`src/rtl/lbq_pkg.sv`:
```
// ----------------------------------------------------------------------------
// lbq_pkg
// Shared constants and types for the linear byte queue with search.
// ----------------------------------------------------------------------------
`default_nettype none

package lbq_pkg;

  localparam int BUFFER_BYTES    = 256;
  localparam int MAX_BURST_BYTES = 8;
  localparam int ADDR_W          = $clog2(BUFFER_BYTES);
  localparam int IDX_W           = ADDR_W + 1;
  localparam int K_W             = 3;

  // Item kinds
  localparam logic [2:0] KIND_WR_BYTE  = 3'd0;
  localparam logic [2:0] KIND_WR_BURST = 3'd1;
  localparam logic [2:0] KIND_PEEK     = 3'd2;
  localparam logic [2:0] KIND_POP      = 3'd3;
  localparam logic [2:0] KIND_POP_N    = 3'd4;
  localparam logic [2:0] KIND_SRCH_B   = 3'd5;
  localparam logic [2:0] KIND_SRCH_P   = 3'd6;
  localparam logic [2:0] KIND_RESET    = 3'd7;

  // Classified command passed from front to back
  typedef struct packed {
    logic [2:0]  kind;
    logic [63:0] payload;
    logic [8:0]  amount;
    logic [8:0]  start_offset;
    logic        burst_ok;
  } cmd_t;

endpackage

`default_nettype wire

```
`src/rtl/linear_byte_queue_with_search_core.sv`:
```
// ----------------------------------------------------------------------------
// linear_byte_queue_with_search_core
// Non-circular byte queue with byte and pattern search.
// ----------------------------------------------------------------------------
// Usage:
//   Input beats (kind, payload, amount, start_offset) enter on in_valid while
//   in_stall is low; each produces exactly one result beat (ok, head_byte,
//   position, fill_level) on out_valid, taken when out_stall is low.
//   A two-entry command queue sits in front of the execution engine, so up
//   to two beats can be taken while the engine works or the result waits.
//   Write byte and reset execute at once, then give the result; peek,
//   pop and pop n first read the head from the byte store, then give the
//   result; a burst write stores its bytes one by one on the write port.
//   Byte search reads and then compares each scanned byte, pattern search
//   each compared byte; both are bound by the single registered read port.
//   The capacity register is written on cfg_valid (cfg_ready is always high)
//   and must only be written while the block is idle.
//   Reset (rst_n low, synchronous) empties both queues, zeroes the indices
//   and sets capacity to 256; store contents are undefined until written.
//   While out_stall is high the result beat holds and the engine waits.
// ----------------------------------------------------------------------------
`default_nettype none

module linear_byte_queue_with_search_core (
  input  wire logic        clk,
  input  wire logic        rst_n,
  input  wire logic        in_valid,
  output logic             in_stall,
  input  wire logic [2:0]  in_kind,
  input  wire logic [63:0] in_payload,
  input  wire logic [8:0]  in_amount,
  input  wire logic [8:0]  in_start_offset,
  output logic             out_valid,
  input  wire logic        out_stall,
  output logic             out_ok,
  output logic [7:0]       out_head_byte,
  output logic [8:0]       out_position,
  output logic [8:0]       out_fill_level,
  input  wire logic        cfg_valid,
  output logic             cfg_ready,
  input  wire logic [8:0]  cfg_capacity
);
  import lbq_pkg::*;

  logic cmd_valid;
  logic cmd_pop;
  cmd_t cmd;

  assign cfg_ready = 1'b1;

  lbq_front u_front (
    .clk             (clk),
    .rst_n           (rst_n),
    .in_valid        (in_valid),
    .in_stall        (in_stall),
    .in_kind         (in_kind),
    .in_payload      (in_payload),
    .in_amount       (in_amount),
    .in_start_offset (in_start_offset),
    .cmd_valid       (cmd_valid),
    .cmd             (cmd),
    .cmd_pop         (cmd_pop)
  );

  lbq_engine u_engine (
    .clk            (clk),
    .rst_n          (rst_n),
    .cmd_valid      (cmd_valid),
    .cmd            (cmd),
    .cmd_pop        (cmd_pop),
    .cfg_valid      (cfg_valid && cfg_ready),
    .cfg_data       (cfg_capacity),
    .out_valid      (out_valid),
    .out_stall      (out_stall),
    .out_ok         (out_ok),
    .out_head_byte  (out_head_byte),
    .out_position   (out_position),
    .out_fill_level (out_fill_level)
  );

endmodule

`default_nettype wire

```
`src/rtl/lbq_front.sv`:
```
// ----------------------------------------------------------------------------
// lbq_front
// Accepts input beats, classifies them and holds them in a two-entry queue.
// ----------------------------------------------------------------------------
`default_nettype none

module lbq_front (
  input  wire logic          clk,
  input  wire logic          rst_n,
  input  wire logic          in_valid,
  output logic               in_stall,
  input  wire logic [2:0]    in_kind,
  input  wire logic [63:0]   in_payload,
  input  wire logic [8:0]    in_amount,
  input  wire logic [8:0]    in_start_offset,
  output logic               cmd_valid,
  output lbq_pkg::cmd_t      cmd,
  input  wire logic          cmd_pop
);
  import lbq_pkg::*;

  cmd_t       q_r [2];
  logic       wptr_r, wptr_nxt;
  logic       rptr_r, rptr_nxt;
  logic [1:0] cnt_r, cnt_nxt;
  logic       push;
  cmd_t       new_cmd;

  // Classify the incoming beat
  always_comb begin
    new_cmd.kind         = in_kind;
    new_cmd.payload      = in_payload;
    new_cmd.amount       = in_amount;
    new_cmd.start_offset = in_start_offset;
    new_cmd.burst_ok     = (in_amount != 9'd0) &&
                           (in_amount <= 9'(MAX_BURST_BYTES));
  end

  assign in_stall  = (cnt_r == 2'd2);
  assign push      = in_valid && !in_stall;
  assign cmd_valid = (cnt_r != 2'd0);
  assign cmd       = q_r[rptr_r];

  // Advance pointers and count
  always_comb begin
    wptr_nxt = push ? ~wptr_r : wptr_r;
    rptr_nxt = cmd_pop ? ~rptr_r : rptr_r;
    cnt_nxt  = cnt_r + {1'b0, push} - {1'b0, cmd_pop};
  end

  always_ff @(posedge clk) begin
    if (!rst_n) begin
      wptr_r <= 1'b0;
      rptr_r <= 1'b0;
      cnt_r  <= 2'd0;
    end else begin
      wptr_r <= wptr_nxt;
      rptr_r <= rptr_nxt;
      cnt_r  <= cnt_nxt;
    end
  end

  // Store the beat
  always_ff @(posedge clk) begin
    if (push) begin
      q_r[wptr_r] <= new_cmd;
    end
  end

endmodule

`default_nettype wire

```
`src/rtl/lbq_engine.sv`:
```
// ----------------------------------------------------------------------------
// lbq_engine
// Executes queued commands against the byte store and drives the result beat.
// ----------------------------------------------------------------------------
`default_nettype none

module lbq_engine (
  input  wire logic          clk,
  input  wire logic          rst_n,
  input  wire logic          cmd_valid,
  input  wire lbq_pkg::cmd_t cmd,
  output logic               cmd_pop,
  input  wire logic          cfg_valid,
  input  wire logic [8:0]    cfg_data,
  output logic               out_valid,
  input  wire logic          out_stall,
  output logic               out_ok,
  output logic [7:0]         out_head_byte,
  output logic [8:0]         out_position,
  output logic [8:0]         out_fill_level
);
  import lbq_pkg::*;

  localparam logic [3:0] ST_IDLE   = 4'd0;
  localparam logic [3:0] ST_HEADW  = 4'd1;
  localparam logic [3:0] ST_WB     = 4'd2;
  localparam logic [3:0] ST_SB_RD  = 4'd3;
  localparam logic [3:0] ST_SB_CMP = 4'd4;
  localparam logic [3:0] ST_PS_RD  = 4'd5;
  localparam logic [3:0] ST_PS_CMP = 4'd6;
  localparam logic [3:0] ST_DONE   = 4'd7;

  logic [7:0]       mem [BUFFER_BYTES];
  logic [7:0]       rdata_r;
  logic [ADDR_W-1:0] raddr, waddr;
  logic             we;
  logic [7:0]       wdata;

  logic [3:0]       st_r, st_nxt;
  cmd_t             c_r, c_nxt;
  logic [IDX_W-1:0] rd_r, rd_nxt, wr_r, wr_nxt, i_r, i_nxt, pos_r, pos_nxt;
  logic [K_W-1:0]   k_r, k_nxt;
  logic             ok_r, ok_nxt;
  logic [7:0]       head_r, head_nxt;
  logic [8:0]       cap_r;
  logic [IDX_W-1:0] cap_eff;
  logic [IDX_W:0]   end_sum;
  logic [7:0]       pbyte;
  logic             k_last;
  logic [IDX_W-1:0] wr0;
  logic [IDX_W-1:0] raised;

  logic             ov_r;
  logic             o_ok_r;
  logic [7:0]       o_head_r;
  logic [8:0]       o_pos_r, o_fill_r;
  logic             load_out;

  // Clamp capacity to between 1 and the store size
  always_comb begin
    if (cap_r == 9'd0) begin
      cap_eff = IDX_W'(1);
    end else if ({1'b0, cap_r} > 10'(BUFFER_BYTES)) begin
      cap_eff = IDX_W'(BUFFER_BYTES);
    end else begin
      cap_eff = IDX_W'(cap_r);
    end
  end

  assign pbyte  = c_r.payload[{k_r, 3'b000} +: 8];
  assign k_last = ({1'b0, k_r} == (c_r.amount[3:0] - 4'd1));
  assign wr0    = (wr_r == rd_r) ? '0 : wr_r;
  assign raised = (cmd.start_offset > rd_r) ? cmd.start_offset : rd_r;
  assign load_out = (st_r == ST_DONE) && (!ov_r || !out_stall);

  // Sequencer
  always_comb begin
    st_nxt   = st_r;
    c_nxt    = c_r;
    rd_nxt   = rd_r;
    wr_nxt   = wr_r;
    i_nxt    = i_r;
    k_nxt    = k_r;
    ok_nxt   = ok_r;
    pos_nxt  = pos_r;
    head_nxt = head_r;
    cmd_pop  = 1'b0;
    raddr    = rd_r[ADDR_W-1:0];
    waddr    = wr_r[ADDR_W-1:0];
    wdata    = pbyte;
    we       = 1'b0;
    end_sum  = {1'b0, i_r} + {1'b0, c_r.amount};
    unique case (st_r)
      ST_IDLE: begin
        if (cmd_valid) begin
          cmd_pop  = 1'b1;
          c_nxt    = cmd;
          ok_nxt   = 1'b0;
          pos_nxt  = '0;
          head_nxt = 8'd0;
          k_nxt    = '0;
          i_nxt    = raised;
          st_nxt   = ST_DONE;
          unique case (cmd.kind)
            KIND_WR_BYTE: begin
              rd_nxt = (wr_r == rd_r) ? '0 : rd_r;
              wr_nxt = wr0;
              if (wr0 < cap_eff) begin
                we     = 1'b1;
                waddr  = wr0[ADDR_W-1:0];
                wdata  = cmd.payload[7:0];
                wr_nxt = wr0 + IDX_W'(1);
                ok_nxt = 1'b1;
              end
            end
            KIND_WR_BURST: begin
              if (cmd.burst_ok) begin
                rd_nxt = (wr_r == rd_r) ? '0 : rd_r;
                wr_nxt = wr0;
                if (({1'b0, wr0} + {1'b0, cmd.amount}) <= {1'b0, cap_eff}) begin
                  st_nxt = ST_WB;
                end
              end
            end
            KIND_RESET: begin
              rd_nxt = '0;
              wr_nxt = '0;
              ok_nxt = 1'b1;
            end
            default: begin
              st_nxt = ST_HEADW;
            end
          endcase
        end
      end
      ST_HEADW: begin
        head_nxt = (rd_r < wr_r) ? rdata_r : 8'd0;
        pos_nxt  = '0;
        st_nxt   = ST_DONE;
        unique case (c_r.kind)
          KIND_PEEK: ok_nxt = (rd_r != wr_r);
          KIND_POP: begin
            if (rd_r != wr_r) begin
              rd_nxt = rd_r + IDX_W'(1);
              ok_nxt = 1'b1;
            end
          end
          KIND_POP_N: begin
            if ((wr_r - rd_r) >= c_r.amount) begin
              rd_nxt = rd_r + c_r.amount;
              ok_nxt = 1'b1;
            end
          end
          KIND_SRCH_B: begin
            pos_nxt = i_r;
            st_nxt  = ST_SB_RD;
          end
          KIND_SRCH_P: begin
            pos_nxt = i_r;
            st_nxt  = ST_PS_RD;
          end
          default: st_nxt = ST_DONE;
        endcase
      end
      ST_WB: begin
        we    = 1'b1;
        waddr = ADDR_W'(wr_r + IDX_W'(k_r));
        if (k_last) begin
          wr_nxt = wr_r + c_r.amount;
          ok_nxt = 1'b1;
          st_nxt = ST_DONE;
        end else begin
          k_nxt = k_r + K_W'(1);
        end
      end
      ST_SB_RD: begin
        raddr = i_r[ADDR_W-1:0];
        if (i_r < wr_r) begin
          st_nxt = ST_SB_CMP;
        end else begin
          pos_nxt = i_r;
          st_nxt  = ST_DONE;
        end
      end
      ST_SB_CMP: begin
        if (rdata_r == c_r.payload[7:0]) begin
          ok_nxt  = 1'b1;
          pos_nxt = i_r;
          st_nxt  = ST_DONE;
        end else begin
          i_nxt  = i_r + IDX_W'(1);
          st_nxt = ST_SB_RD;
        end
      end
      ST_PS_RD: begin
        raddr = ADDR_W'(i_r + IDX_W'(k_r));
        if (c_r.burst_ok && (end_sum <= {1'b0, wr_r})) begin
          st_nxt = ST_PS_CMP;
        end else begin
          st_nxt = ST_DONE;
        end
      end
      ST_PS_CMP: begin
        if (rdata_r != pbyte) begin
          i_nxt  = i_r + IDX_W'(1);
          k_nxt  = '0;
          st_nxt = ST_PS_RD;
        end else if (k_last) begin
          ok_nxt  = 1'b1;
          pos_nxt = end_sum[IDX_W-1:0];
          st_nxt  = ST_DONE;
        end else begin
          k_nxt  = k_r + K_W'(1);
          st_nxt = ST_PS_RD;
        end
      end
      ST_DONE: begin
        if (load_out) begin
          st_nxt = ST_IDLE;
        end
      end
      default: st_nxt = ST_IDLE;
    endcase
  end

  // Control state
  always_ff @(posedge clk) begin
    if (!rst_n) begin
      st_r  <= ST_IDLE;
      rd_r  <= '0;
      wr_r  <= '0;
      cap_r <= 9'(BUFFER_BYTES);
      ov_r  <= 1'b0;
    end else begin
      st_r <= st_nxt;
      rd_r <= rd_nxt;
      wr_r <= wr_nxt;
      if (cfg_valid) begin
        cap_r <= cfg_data;
      end
      if (load_out) begin
        ov_r <= 1'b1;
      end else if (!out_stall) begin
        ov_r <= 1'b0;
      end
    end
  end

  // Working and result payload
  always_ff @(posedge clk) begin
    c_r    <= c_nxt;
    i_r    <= i_nxt;
    k_r    <= k_nxt;
    ok_r   <= ok_nxt;
    pos_r  <= pos_nxt;
    head_r <= head_nxt;
    if (load_out) begin
      o_ok_r   <= ok_r;
      o_head_r <= head_r;
      o_pos_r  <= pos_r;
      o_fill_r <= wr_r - rd_r;
    end
  end

  // Byte store
  always_ff @(posedge clk) begin
    if (we) begin
      mem[waddr] <= wdata;
    end
    rdata_r <= mem[raddr];
  end

  assign out_valid      = ov_r;
  assign out_ok         = o_ok_r;
  assign out_head_byte  = o_head_r;
  assign out_position   = o_pos_r;
  assign out_fill_level = o_fill_r;

  // Checks
  a_rd_le_wr: assert property (@(posedge clk) disable iff (!rst_n) rd_r <= wr_r)
    else $error("read index passed write index");
  a_wr_le_buf: assert property (@(posedge clk) disable iff (!rst_n)
    wr_r <= IDX_W'(BUFFER_BYTES))
    else $error("write index beyond store");
  a_wb_in_cap: assert property (@(posedge clk) disable iff (!rst_n)
    (st_r == ST_WB) |-> ((wr_r + IDX_W'(k_r)) < cap_eff))
    else $error("burst write beyond capacity");
  a_pop_idle: assert property (@(posedge clk) disable iff (!rst_n)
    cmd_pop |-> (st_r == ST_IDLE) ##1 (st_r != ST_IDLE))
    else $error("command taken outside idle");

endmodule

`default_nettype wire

```
`config.mk`:
```
export PLATFORM = sky130hd
export DESIGN_NAME = linear_byte_queue_with_search_core
export DESIGN_NICKNAME = d
export VERILOG_FILES = /design/src/rtl/lbq_pkg.sv /design/src/rtl/linear_byte_queue_with_search_core.sv /design/src/rtl/lbq_front.sv /design/src/rtl/lbq_engine.sv
export SDC_FILE = /design/constraint.sdc
export NUM_CORES = 2
export LEC_CHECK = 0
export BUFFER_PORTS_ARGS = -buffer_cell sky130_fd_sc_hd__clkbuf_2
export CORE_MARGIN = 2
export CORE_UTILIZATION = 60
export DETAILED_ROUTE_END_ITERATION = 10
export PLACE_DENSITY_LB_ADDON = 0.2
export SYNTH_ARGS = -nofsm -noshare
export SYNTH_HDL_FRONTEND = slang
export SYNTH_SLANG_ARGS = --single-unit
```
`constraint.sdc`:
```
create_clock -name clk -period 15.2 [get_ports clk]
set_input_delay 3.04 -clock clk [delete_from_list [all_inputs] [get_ports clk]]
set_output_delay 3.04 -clock clk [all_outputs]
set_load 0.03 [all_outputs]
```
==> load_flow_metrics.sql <==
INSERT INTO impl_metrics (metric_group, metric, value, unit) VALUES
('die', 'die_h', '412', 'um'),
('placement', 'port_buffers', '127', ''),
('die', 'die_width', '412', 'um'),
('logic_synthesis', 'mappedNetlistNets', '7850', ''),
('placement', 'dp_worst_setup_slack', '7.90', 'ns'),
('critical_path', 'critical_path_peak_fanout', '87', ''),
('timing', 'finalWorstSetupSlack', '7.64', 'ns'),
('global_route', 'grt_max_degree', '174', ''),
('clock_network', 'cts_tree', 'yes', ''),
('run_status', 'violations', 'max-capacitance violations, max-slew violations', ''),
('timing', 'unrepaired_setup_endpoints_after_global_routing', 'false', ''),
('timing', 'final_period_minus_worst_setup_slack', '7.56', 'ns'),
('logic_synthesis', 'async_sr_flop_fraction', '0', ''),
('global_route', 'grt_antenna_before_repair', '15', ''),
('placement', 'placed_cell_area', '103000', 'sq um'),
('detailed_routing', 'postRouteAntennaNets', '0', ''),
('die', 'number_of_standard_cell_rows_in_the_floorplan', '149', ''),
('global_route', 'grt_first_pass_wirelength', '426000', 'um'),
('timing', 'clock_skew', '0.0370', 'ns'),
('pwr', 'leakage', '37.1', 'nW'),
('clock_network', 'post_cts_buffers', '0', ''),
('detailed_routing', 'wl', '295000', 'um'),
('clock_network', 'cts_root_buf', 'clkbuf_16', ''),
('logic_synthesis', 'synth_ff_type', 'edfxtp_1', ''),
('timing', 'setup_viol_count_final', '0', ''),
('min_path', 'min-delay-path-class', 'reg2reg', ''),
('pwr', 'vdd_drop_max', '375', 'uV'),
('logic_synthesis', 'syn_area', '100000', 'sq um'),
('placement', 'place_congestion', '0.975', ''),
('timing', 'final-max-slew-violation-count', '1', ''),
('clock_network', 'clock_tree.buffer_depth', '3', ''),
('clock_network', 'worst_skew_pair_latency', '0.88', 'ns'),
('clock_network', 'post_cts_resized', '0', ''),
('critical_path', 'arrival_time_of_data_at_the_critical_path_endpoint', '8.09', 'ns'),
('logic_synthesis', 'synth.yosys.warnings', '0', ''),
('clock_network', 'cts.hold.buffers_added', '0', ''),
('timing', 'max_clock_freq', '132', 'MHz'),
('placement', 'hpwl_dp', '177000', 'um'),
('detailed_routing', 'wl_cell', '29.4', 'um'),
('final_layout', 'layout.nets', '7853', ''),
('critical_path', 'rr_startpoint', 'u_engine.wr_r[0]', ''),
('logic_synthesis', 'number_of_synthesized_flops_with_an_enable_pin', '2354', ''),
('pwr', 'pwrdens', '205', 'nW/um^2'),
('final_layout', 'final_core_utilization', '0.665', ''),
('clock_network', 'clock-sinks', '2398', ''),
('placement', 'placed_cells', '9605', ''),
('global_route', 'number_of_global_route_vias_before_repair', '63100', ''),
('final_layout', 'layout_commonest_cell', 'edfxtp_1', ''),
('critical_path', 'startpoint', 'u_engine.wr_r[0]', ''),
('logic_synthesis', 'synth-seq-cells', '2398', ''),
('timing', 'hold_viol_final', '0', ''),
('die', 'placeableCoreArea', '165000', 'sq um'),
('final_layout', 'syn2layout_area_growth', '9.77', '%'),
('critical_path', 'required', '15.72', 'ns'),
('die', 'dieArea', '170000', 'sq um'),
('logic_synthesis', 'synth.yosys.seq_area_share', '0.715', ''),
('logic_synthesis', 'synth_area_per_cell', '13.1', 'sq um'),
('critical_path', 'crit_type', 'reg2reg', ''),
('pwr', 'power', '22.5', 'mW'),
('die', 'boundaryPins', '129', ''),
('timing', 'max-slew-margin-rel', '-0.0139', ''),
('timing', 'setup-tns-final', '0', 'ns'),
('die', 'floorplan.initialDensity', '0.605', ''),
('job', 'maxCapViolCount', '1', ''),
('timing', 'timing_worst_slew_pin_value', '1.48', 'ns'),
('final_layout', 'layout.cell_area.non_filler', '110000', 'sq um'),
('detailed_routing', 'drt_first_pass_iters', '8', ''),
('detailed_routing', 'post-route-drc-count', '0', ''),
('clock_network', 'ctsHtreeMaxLevel', '4', ''),
('final_layout', 'final_cells', '10000', ''),
('run_status', 'run_status', 'complete, but fails checks', '');
report_power, final:
part / internal (mW) / switching, mW / leakage [nW]
clock network: 3.14 / 2.49 / 3.57
registers: 9.73 / 0.252 / 21.6
logic: 1.45 / 5.49 / 11.9
total: 14.3 / 8.23 / 37.1
sequential cells by signal (all words and copies together) (netlist names), 2 cells and up, named ones only:
signal,count
u_engine.c_r,77
u_engine.cap_r,9
u_engine.head_r,8
u_engine.i_r,9
u_engine.k_r,3
u_engine.mem,2048
u_engine.out_fill_level,9
u_engine.out_head_byte,8
u_engine.out_position,9
u_engine.pos_r,9
u_engine.rd_r,9
u_engine.rdata_r,8
u_engine.st_r,3
u_engine.wr_r,9
u_front.cnt_r,2
u_front.q_r,172
routing by layer:
layer	global-route usage	up-vias	wire [um]
met5	0	-	168
met4	0.172	18	17100
met3	0.0970	850	37700
met2	0.521	4676	133000
met1	0.459	32700	106000
li1	-	28500	-
synth_stat cells, types with 12 or more instances:
library cell | number | area [sq um]
dfxtp_1 | 44 | 881
mux2i_1 | 125 | 1250
o22ai_1 | 18 | 113
xnor2_1 | 53 | 464
a211oi_1 | 116 | 871
a22o_1 | 12 | 105
xor2_1 | 26 | 228
a21o_1 | 24 | 180
a32o_1 | 16 | 160
and3_1 | 217 | 1360
mux2_2 | 83 | 935
a2111oi_0 | 16 | 140
clkbuf_1 | 144 | 541
o21a_1 | 24 | 180
buf_4 | 37 | 278
nand3_1 | 553 | 2770
nand4_1 | 60 | 375
or3_1 | 13 | 81.3
and2_1 | 17 | 106
inv_1 | 67 | 251
edfxtp_1 | 2354 | 70700
a21oi_1 | 144 | 721
nand2_1 | 1893 | 7110
nor4_1 | 48 | 300
a31oi_1 | 174 | 1090
mux4_2 | 17 | 383
o21ai_0 | 99 | 495
a311oi_1 | 152 | 1330
a32oi_1 | 57 | 499
nor3_1 | 60 | 300
buf_2 | 272 | 1360
buf_1 | 30 | 113
ha_1 | 101 | 1260
o21bai_1 | 14 | 105
nor2_1 | 374 | 1400
layout make-up:
| class | count | area [sq um] |
|---|---|---|
| Sequential cell | 2398 | 71600 |
| Antenna cell | 6 | 15.0 |
| Clock buffer | 276 | 5980 |
| Multi-Input combinational cell | 4683 | 26200 |
| Fill cell | 11700 | 55500 |
| Tap cell | 2189 | 2740 |
| Inverter | 72 | 272 |
| Clock inverter | 147 | 1360 |
| Timing Repair Buffer | 264 | 1800 |
worst paths after layout:
path | slack, ns | endpoint | depth (start not counted)
hold / removal | 0.43 | u_engine.out_position[2] | 0
setup / recovery | 7.64 | u_engine.mem[234][0] | 17
hold reg to reg | 0.43 | u_engine.out_position[2] | 0
setup reg to reg | 7.64 | u_engine.mem[234][0] | 17
worst max-delay path: stages (launching register included):
cell,delay (ns)
dfxtp_1,0.58
inv_1,0.17
ha_1,0.37
nand3_1,0.16
or4_1,0.61
nand2_1,0.22
inv_1,0.14
ha_1,0.21
a21o_1,0.16
a21o_1,0.17
a21oi_1,0.16
o31a_2,0.19
and2_1,0.34
nand3_1,0.75
nand2_1,0.30
o21a_4,0.77
buf_4,0.76
buf_4,0.87
kinds of logic after synthesis:
kind of cell	Yosys count	synth area share
xor+xnor	79	0.00691
compound gates	982	0.0703
mux	225	0.0257
buf+inv	563	0.0264
flops	2398	0.715
other cells	1	0.0000375
simple gates	3287	0.142
fa+ha+maj	109	0.0140
Note: power is estimated with default switching activity, not from simulation.
